File: config.mk
export PLATFORM = sky130hd
export DESIGN_NAME = text_console_writer_core
export DESIGN_NICKNAME = d
export VERILOG_FILES = /design/src/hw/rtl/tcw_pkg.sv /design/src/hw/rtl/text_console_writer_core.sv
export SDC_FILE = /design/constraint.sdc
export NUM_CORES = 1
export LEC_CHECK = 0
export BUFFER_PORTS_ARGS = -buffer_cell sky130_fd_sc_hd__buf_4
export CAP_MARGIN = 10
export CORE_MARGIN = 2
export CORE_UTILIZATION = 58
export DETAILED_ROUTE_END_ITERATION = 10
export PLACE_DENSITY_LB_ADDON = 0.3
export SYNTH_ARGS = -nofsm -noshare
export SYNTH_HDL_FRONTEND = slang
export SYNTH_SLANG_ARGS = --single-unit
File: constraint.sdc
create_clock -name clk -period 5 [get_ports clk]
set_input_delay 0.25 -clock clk [delete_from_list [all_inputs] [get_ports clk]]
set_output_delay 0.25 -clock clk [all_outputs]
set_load 0.05 [all_outputs]
File: src/hw/rtl/tcw_pkg.sv
// Package for the text console writer: payload structs, action codes,
// character codes and reset values. No dependencies.
`default_nettype none

package tcw_pkg;

  // Screen size defaults
  localparam int COLUMNS_DEFAULT = 80;
  localparam int ROWS_DEFAULT    = 25;

  // Field widths
  localparam int CHAR_W = 8;
  localparam int COL_W  = 7;
  localparam int ROW_W  = 5;
  localparam int ADDR_W = 12;
  localparam int ATTR_W = 8;

  // Config port
  localparam int CFG_INDEX_W = 1;
  localparam int CFG_DATA_W  = 8;

  typedef enum logic [CFG_INDEX_W-1:0] {
    REG_TEXT_COLOR     = 1'b0,
    REG_CURSOR_VISIBLE = 1'b1
  } cfg_reg_t;

  localparam logic [ATTR_W-1:0] TEXT_COLOR_RESET = 8'h8F;

  // Control characters
  localparam logic [CHAR_W-1:0] CODE_NEWLINE   = 8'h0A;
  localparam logic [CHAR_W-1:0] CODE_BACKSPACE = 8'h08;

  typedef enum logic {
    ACT_PUT_CHAR   = 1'b0,
    ACT_SET_CURSOR = 1'b1
  } action_t;

  typedef struct packed {
    action_t           action;
    logic [CHAR_W-1:0] char_code;
    logic [COL_W-1:0]  column;
    logic [ROW_W-1:0]  row;
  } in_item_t;

  typedef struct packed {
    logic              write_enable;
    logic [ADDR_W-1:0] write_address;
    logic [CHAR_W-1:0] write_symbol;
    logic [ATTR_W-1:0] write_color;
    logic [ADDR_W-1:0] cursor_address;
    logic              position_accepted;
  } out_item_t;

endpackage

`default_nettype wire

File: src/hw/rtl/text_console_writer_core.sv
// Text console writer top level: cursor tracking, cell write generation,
// two-entry output buffer. Depends on tcw_pkg.
//
// Takes one word per clock cycle while in_ready is high: each put-character or
// set-cursor word is handled in a single pass of logic from the cursor registers
// to the result register. A skid register behind the output register lets one
// more word enter while a result is stalled; in_ready drops only when both are
// full. The cursor address multiply (row times COLUMNS) is the longest path.
// Config writes are always accepted (cfg_ready is tied high) and must only be
// issued while the block is idle. With the cursor hidden, cursor_address
// carries the cell count COLUMNS*ROWS truncated to 12 bits.
`default_nettype none

module text_console_writer_core #(
  parameter int COLUMNS = tcw_pkg::COLUMNS_DEFAULT,
  parameter int ROWS    = tcw_pkg::ROWS_DEFAULT
) (
  input  wire logic                             clk,
  input  wire logic                             rst,
  // input channel
  input  wire logic                             in_valid,
  output logic                                  in_ready,
  input  wire tcw_pkg::in_item_t                in_item,
  // output channel
  output logic                                  out_valid,
  input  wire logic                             out_ready,
  output tcw_pkg::out_item_t                    out_item,
  // config channel
  input  wire logic                             cfg_valid,
  output logic                                  cfg_ready,
  input  wire logic [tcw_pkg::CFG_INDEX_W-1:0]  cfg_index,
  input  wire logic [tcw_pkg::CFG_DATA_W-1:0]   cfg_data
);

  localparam logic [tcw_pkg::COL_W-1:0]  LAST_COL    = tcw_pkg::COL_W'(COLUMNS - 1);
  localparam logic [tcw_pkg::ROW_W-1:0]  LAST_ROW    = tcw_pkg::ROW_W'(ROWS - 1);
  localparam logic [tcw_pkg::ADDR_W-1:0] COLS_A      = tcw_pkg::ADDR_W'(COLUMNS);
  localparam logic [tcw_pkg::ADDR_W-1:0] HIDDEN_ADDR =
    tcw_pkg::ADDR_W'((COLUMNS * ROWS) % (1 << tcw_pkg::ADDR_W));

  // Config registers
  logic [tcw_pkg::ATTR_W-1:0] text_color;
  logic                       cursor_visible;

  // Cursor
  logic [tcw_pkg::COL_W-1:0] cursor_col, cursor_col_next;
  logic [tcw_pkg::ROW_W-1:0] cursor_row, cursor_row_next;

  // Output buffering
  tcw_pkg::out_item_t result;
  tcw_pkg::out_item_t skid_item;
  logic               skid_valid;
  logic               accept;

  assign cfg_ready = 1'b1;
  assign in_ready  = !skid_valid;
  assign accept    = in_valid && in_ready;

  // Config writes
  always_ff @(posedge clk) begin
    if (rst) begin
      text_color     <= tcw_pkg::TEXT_COLOR_RESET;
      cursor_visible <= 1'b0;
    end else if (cfg_valid) begin
      unique case (tcw_pkg::cfg_reg_t'(cfg_index))
        tcw_pkg::REG_TEXT_COLOR:     text_color     <= cfg_data;
        tcw_pkg::REG_CURSOR_VISIBLE: cursor_visible <= cfg_data[0];
        default: ;
      endcase
    end
  end

  // Cursor move and cell write
  always_comb begin
    cursor_col_next          = cursor_col;
    cursor_row_next          = cursor_row;
    result.write_enable      = 1'b0;
    result.write_address     = '0;
    result.write_symbol      = '0;
    result.write_color       = '0;
    result.position_accepted = 1'b1;
    unique case (in_item.action)
      tcw_pkg::ACT_PUT_CHAR: begin
        priority if (in_item.char_code == tcw_pkg::CODE_NEWLINE) begin
          // newline is ignored on the last row
          if (cursor_row < LAST_ROW) begin
            cursor_row_next = cursor_row + 1'b1;
            cursor_col_next = '0;
          end
        end else if (in_item.char_code == tcw_pkg::CODE_BACKSPACE) begin
          // back one cell, wrapping up a row, stuck at top-left
          if (cursor_col == '0) begin
            if (cursor_row != '0) begin
              cursor_row_next = cursor_row - 1'b1;
              cursor_col_next = LAST_COL;
            end
          end else begin
            cursor_col_next = cursor_col - 1'b1;
          end
        end else begin
          result.write_enable  = 1'b1;
          result.write_address = tcw_pkg::ADDR_W'(cursor_row) * COLS_A
                                 + tcw_pkg::ADDR_W'(cursor_col);
          result.write_symbol  = in_item.char_code;
          result.write_color   = text_color;
          // advance, no scrolling at bottom-right
          if (cursor_col >= LAST_COL) begin
            if (cursor_row < LAST_ROW) begin
              cursor_row_next = cursor_row + 1'b1;
              cursor_col_next = '0;
            end
          end else begin
            cursor_col_next = cursor_col + 1'b1;
          end
        end
      end
      tcw_pkg::ACT_SET_CURSOR: begin
        if ({1'b0, in_item.column} < 8'(COLUMNS) && {1'b0, in_item.row} < 6'(ROWS)) begin
          cursor_col_next = in_item.column;
          cursor_row_next = in_item.row;
        end else begin
          result.position_accepted = 1'b0;
        end
      end
      default: ;
    endcase
    result.cursor_address = cursor_visible
                            ? tcw_pkg::ADDR_W'(cursor_row_next) * COLS_A
                              + tcw_pkg::ADDR_W'(cursor_col_next)
                            : HIDDEN_ADDR;
  end

  // Cursor registers
  always_ff @(posedge clk) begin
    if (rst) begin
      cursor_col <= '0;
      cursor_row <= '0;
    end else if (accept) begin
      cursor_col <= cursor_col_next;
      cursor_row <= cursor_row_next;
    end
  end

  // Output register with skid stage
  always_ff @(posedge clk) begin
    if (rst) begin
      out_valid  <= 1'b0;
      skid_valid <= 1'b0;
    end else if (!out_valid || out_ready) begin
      if (skid_valid) begin
        out_valid  <= 1'b1;
        skid_valid <= 1'b0;
      end else begin
        out_valid <= accept;
      end
    end else if (accept) begin
      skid_valid <= 1'b1;
    end
  end

  // Payloads
  always_ff @(posedge clk) begin
    if (!out_valid || out_ready) begin
      if (skid_valid) begin
        out_item <= skid_item;
      end else if (accept) begin
        out_item <= result;
      end
    end else if (accept) begin
      skid_item <= result;
    end
  end

endmodule

`default_nettype wire

[Word level (Yosys, flattened, before mapping)]
Index checks and enable logic that the tools add are counted.
Cells by class
  $add $sub $neg: 6
  multiply operators: 2
  div/mod/pow operators: 0
  $lt $le $gt $ge: 4
  equal/unequal tests: 2
  shift operators: 0
  multiplexer cells: 25
  bitwise gates (word level): 3
  reductions and logical operators: 13
Operators by type and width (count)
  29-bit two-way mux: 3
  42-bit two-way mux: 2
  7-bit two-way mux: 7
  5-bit two-way mux: 7
  12-bit by 7-bit adder with 12-bit output: 2
  8-bit by 4-bit equality test with 1-bit output, second input constant: 2
  5-bit by 3-bit multiplier with 8-bit output, second input constant: 2
  7-bit one-hot mux with 2 select lines: 1
  12-bit two-way mux: 1
  5-bit less-than comparator, second input constant: 2
  5-bit one-hot mux with 2 select lines: 1
  2-bit AND reduction: 4
  7-bit by 1-bit adder with 7-bit output, second input constant: 1
  7-bit greater-or-equal comparator, second input constant: 1
  7-bit zero test: 1
  7-bit less-than comparator, second input constant: 1
  7-bit by 1-bit subtractor with 7-bit output, second input constant: 1
  5-bit by 1-bit adder with 5-bit output, second input constant: 1
  5-bit nonzero test: 1
  5-bit by 1-bit subtractor with 5-bit output, second input constant: 1
  1-bit two-way mux: 3
  1-bit NOT: 3
  1-bit logical AND: 2
  1-bit zero test: 2
  other kinds (3): 3
Word-level totals
  flip-flop bits (word level): 107
  latch bits: 0
  bits in writable memories: 0
  bits in read-only memories: 0
  output and inout port bits: 45
  memories kept: 0

[Logic depth before layout (Yosys ltp)]
  depth after elaboration: 11
  depth in mapped cells: 20
  mapped depth without buffers: 19

[Least setup slack after synthesis]
Ideal clock, no wire load.
  kind: reg2reg
  start point: reg cursor_row[1] (netlist name)
  end point: reg out_item[10] (netlist name) (data pin)
  library setup time: 0.257 ns
  arrival time: 3.902 ns
  data required time: 4.743 ns
  setup slack: 0.841 ns
  cell stages (with the launch flop): 19
  path buffers: 1
  clock period less this slack: 4.159 ns
  path through: dfxtp_1 -> clkbuf_1 -> inv_1 -> ha_1 -> nor4b_1 -> nand3b_1 -> or2_2 -> o211ai_1 -> o21ai_1 -> a221oi_2 -> xnor2_1 -> ha_1 -> fa_1 -> nand2_1 -> nor2_1 -> xnor2_1 -> xnor2_1 -> xnor2_1 -> o22a_1
On the way
  cells in the longest elaborated chain, start to end: 11
RTL lines
  start, declared: RTL line text_console_writer_core.sv:47  | logic [tcw_pkg::ROW_W-1:0] cursor_row, cursor_row_next;
  start signal, assigned: RTL line text_console_writer_core.sv:140  | cursor_row <= cursor_row_next;
  5-bit by 1-bit adder with 5-bit output (tied with other cells): RTL line text_console_writer_core.sv:87, text_console_writer_core.sv:109
  5-bit two-way mux (on tied branches): RTL line text_console_writer_core.sv:86, text_console_writer_core.sv:108, text_console_writer_core.sv:93
  5-bit two-way mux (on tied branches): RTL line text_console_writer_core.sv:107, text_console_writer_core.sv:92
  5-bit two-way mux: RTL line text_console_writer_core.sv:90  | end else if (in_item.char_code == tcw_pkg::CODE_BACKSPACE) begin
  5-bit two-way mux: RTL line text_console_writer_core.sv:84  | priority if (in_item.char_code == tcw_pkg::CODE_NEWLINE) begin
  5-bit one-hot mux with 2 select lines: RTL line text_console_writer_core.sv:82  | unique case (in_item.action)
  5-bit by 3-bit multiplier with 8-bit output: RTL line text_console_writer_core.sv:128  | ? tcw_pkg::ADDR_W'(cursor_row_next) * COLS_A
  12-bit by 7-bit adder with 12-bit output *: RTL line text_console_writer_core.sv:129  | + tcw_pkg::ADDR_W'(cursor_col_next)
  12-bit two-way mux *: RTL line text_console_writer_core.sv:128
  42-bit two-way mux *: RTL line text_console_writer_core.sv:166  | end else if (accept) begin
  42-bit two-way mux *: RTL line text_console_writer_core.sv:164  | if (skid_valid) begin
  end signal, assigned: RTL line text_console_writer_core.sv:165  | out_item <= skid_item;
  end signal, assigned: RTL line text_console_writer_core.sv:167  | out_item <= result;
  end, declared: RTL line text_console_writer_core.sv:27  | output tcw_pkg::out_item_t out_item,
Mark *: on every way between the ends. The rest lies on a longest branch, timed or not. The select of a mux whose other input is x is not followed.
A chain may end at the register's enable or synchronous reset.

[Final worst setup path]
  start point: reg cursor_row[1] (netlist name)
  end point: reg out_item[11] (netlist name) (data pin)
On the way
  cells in the longest elaborated chain, start to end: 11
RTL lines (RTL line)
  5-bit less-than comparator or 5-bit nonzero test (tied branches): text_console_writer_core.sv:86, text_console_writer_core.sv:108, text_console_writer_core.sv:93
  5-bit two-way mux (on tied branches): text_console_writer_core.sv:86, text_console_writer_core.sv:108, text_console_writer_core.sv:93
  5-bit two-way mux (on tied branches): text_console_writer_core.sv:107, text_console_writer_core.sv:92
  5-bit two-way mux: text_console_writer_core.sv:90
  5-bit two-way mux *: text_console_writer_core.sv:84
  5-bit one-hot mux with 2 select lines *: text_console_writer_core.sv:82
  named net cursor_row_next, one bit: text_console_writer_core.sv:47
  5-bit by 3-bit multiplier with 8-bit output *: text_console_writer_core.sv:128
  12-bit by 7-bit adder with 12-bit output *: text_console_writer_core.sv:129
  12-bit two-way mux *: text_console_writer_core.sv:128
  42-bit two-way mux *: text_console_writer_core.sv:166
  42-bit two-way mux *: text_console_writer_core.sv:164
Mark *: on every way through the listed nets, which the timed path passes. The rest lies on a longest branch. The select of a mux whose other input is x is not followed.

==> run summary <==
Status: finished, final reports clean
Lkg Pwr: 0.00271 uW
Commonest non-fill, non-tap cell in the layout: buf_4
Setup_tns: 0 ns
H-tree Lvls: 3
Width of the die: 105 um
MaxCap Viol Count: 0
Final max-slew violation count: 0
Fin crit share: 0.935
EDFF count, synth: 84
Yosys cell types: 69
Hold_buf cts: 0
Power Total: 2000 uW
Cts repair resizes: 0
Vias post-DR: 4719
Sequential Area: 2980 sq um
Maximum clock rate: 214 MHz
Combinational share of power: 0.233
Ys flop type: edfxtp_1
Hold_ws: 0.0988 ns
Crit Path Class: reg -> reg
Final antenna-violating net count: 0
CP max stage cell: nor4b_1
Vias per cell: 6.14
Worst Tran Pin Value: 1.04 ns
Net Sw Power: 613 uW
CP Data Arrival Time: 4.79 ns
Worst VDD drop: 0.182 mV
Initial antenna violation count: 0
Placeable Area: 9860 sq um
Final hold vios: 0
Grt ovf: 0
Internal power: 1390 uW
Fill cells: 724
Total Wirelength: 14.7 mm
CP endpoint kind: flop
Flop pwr share: 0.516
Seq/Total Area, Yosys: 0.501
CTS tree: done
First-pass GRT wire length: 23.5 mm
Number of global-route vias before repair: 4600
Layout Nets: 689
Fin crit period: 4.68 ns
First-pass detailed-route iteration total: 6
CTS clk-pin slew, worst paths: 0.10 ns
Post-Syn Instances: 560
Port bufs: 78
Startpoint Class: flop
Worst Clk Skew: 0.0130 ns
RSZ-0062 raised after global routing: false
Die area: 11100 sq um
Layout area overhead: 16.0%
Hold Path Class: in -> reg
CTS root buf: clkbuf_8
Share of post-route cells with drive strength above 1: 0.239
Post-CTS setup buffer count: 0
Post-synthesis sequential element count: 107
DR DRC count: 0
Ant. Diodes: 0
Mapped Nets: 619
Family with the most delay on the worst path: simple AND/OR/NAND/NOR gates
Critical Path Fanout Max: 5
Io pins: 80
Power Density: 290 nW/um^2
Total GRT Usage: 0.271
Largest net degree at the start of global routing: 43
Yosys warns: 0
TritonCTS Sinks: 107
Die Ht: 105 um
Clock network fraction of total power: 0.251
Mean post-synth cell area: 10.6 sq um
CP max stage delay: 0.86 ns
Final setup fails: 0
Area of the multi-input gates: 2750 sq um
Post-DP HPWL: 10.5 mm
Sw frac: 0.306
Slew HR: 0.297
Worst path cell trace: inv_1 > ha_1 > nor4b_1 > nand3b_1 > or2_2 > nand2_1 > a311oi_1 > ha_1 > inv_1 > fa_1 > nor2b_1 > o21a_1 > nand2_1 > mux2i_1 > o221ai_1 > o31ai_1 > o22ai_1 > a21oi_1
Placed cells: 750
TritonCTS Buffers: 9
CP required: 5.11 ns
Crit path buf inv count: 2
Fin cells: 768
Ys async rst share: 0
# rows: 36
DRT iter0 DRCs: 413
Most frequent cells in the layout: buf_4, edfxtp_1, nand2_1
Mapped cell area: 5950 sq um
Initial core utilization: 0.603
Clock Path Buffers: 2
Wire per inst: 19.2 um
Routability congestion estimate: 0.927
Worst-Skew Late Latency: 0.37 ns
-- stage by stage --
step	instance area [sq um]	util	setup slack, ns
2_1_floorplan	5950	-	0.841
3_3_place_gp	6670	0.676	0.555
3_5_place_dp	6670	0.676	0.430
4_1_cts	6860	0.695	0.419
5_1_grt	6900	0.700	0.0599
6_report	6900	0.700	0.323
-- area by class of cell --
| cell class | instances | area share |
|---|---|---|
| repair buffers | 94 | 0.107 |
| multi-input cells | 398 | 0.399 |
| clock inverters | 4 | 0.00471 |
| clock buffers | 12 | 0.0225 |
| flip-flops and latches | 107 | 0.432 |
| inverters | 20 | 0.0109 |
| well taps | 133 | 0.0241 |
-- worst paths after layout --
kind / from / endpoint / slack, ns / depth (start not counted)
worst max-delay path: cursor_row[1]$_SDFFE_PP0P_ / out_item[11]$_DFFE_PP_ / 0.32 / 18
worst min-delay path: cfg_data[7] / text_color[7]$_SDFFE_PP1P_ / 0.1 / 3
worst max register to register: cursor_row[1]$_SDFFE_PP0P_ / out_item[11]$_DFFE_PP_ / 0.32 / 18
worst min register to register: text_color[0]$_SDFFE_PP1P_ / text_color[0]$_SDFFE_PP1P_ / 0.48 / 2
-- tightest hold or removal path: stages --
cell and delay, ns:
buf_4 0.07, mux2i_1 0.05, nand2_1 0.06
-- cell usage after synthesis, types with 5 or more instances --
master    number  area share
a211oi_1       5      0.0063
a21o_1         8       0.010
a21oi_1       34       0.029
a31oi_1        6      0.0063
and2_1         6      0.0063
and3_1        17       0.018
clkbuf_1      27       0.017
dfxtp_1       23       0.077
edfxtp_1      84        0.42
ha_1          20       0.042
inv_1         16       0.010
mux2_2        28       0.053
mux2i_1       13       0.022
nand2_1       62       0.039
nand2b_1       5      0.0053
nand3_1       15       0.013
nor2_1        39       0.025
nor2b_1       13       0.014
nor3_1        10      0.0084
o211ai_1      10       0.013
o21ai_0       15       0.013
o31ai_1       12       0.015
xnor2_1       12       0.018
-- cell families (layout without fill, tap and decap cells) --
family | count (synthesis) | in the layout | synth area share
fa+ha+maj | 24 | 24 | 0.0555
flops | 107 | 107 | 0.501
xor+xnor | 14 | 14 | 0.0206
other cells | 1 | 1 | 0.000630
mux | 41 | 41 | 0.0749
compound gates | 128 | 128 | 0.149
simple gates | 190 | 190 | 0.159
buf+inv | 55 | 130 | 0.0385
-- flip-flops by register name, indices dropped and copies added, names as in the netlist --
register / cells
skid_valid: 1
skid_item: 42
text_color: 8
cursor_row: 5
cursor_visible: 1
cursor_col: 7
out_valid: 1
out_item: 42
-- metal layers --
| layer | track usage | routed length, um | part of all wire |
|---|---|---|---|
| met1 | 0.372 | 6560 | 0.45 |
| met2 | 0.429 | 6770 | 0.46 |
| met3 | 0.0513 | 1200 | 0.081 |
| met4 | 0.0971 | 189 | 0.013 |
| met5 | 0 | 0 | 0 |
-- power by group through the flow --
stage               Sequential (uW)  Combinational (uW)  Clock, uW
global route                   1040                 503        538
detailed placement             1050                 457          0
CTS                            1030                 459        508
floorplan                      1130                 238          0
finish                         1030                 467        502
global placement               1050                 447          0
Note: power is estimated with default switching activity, not from simulation.
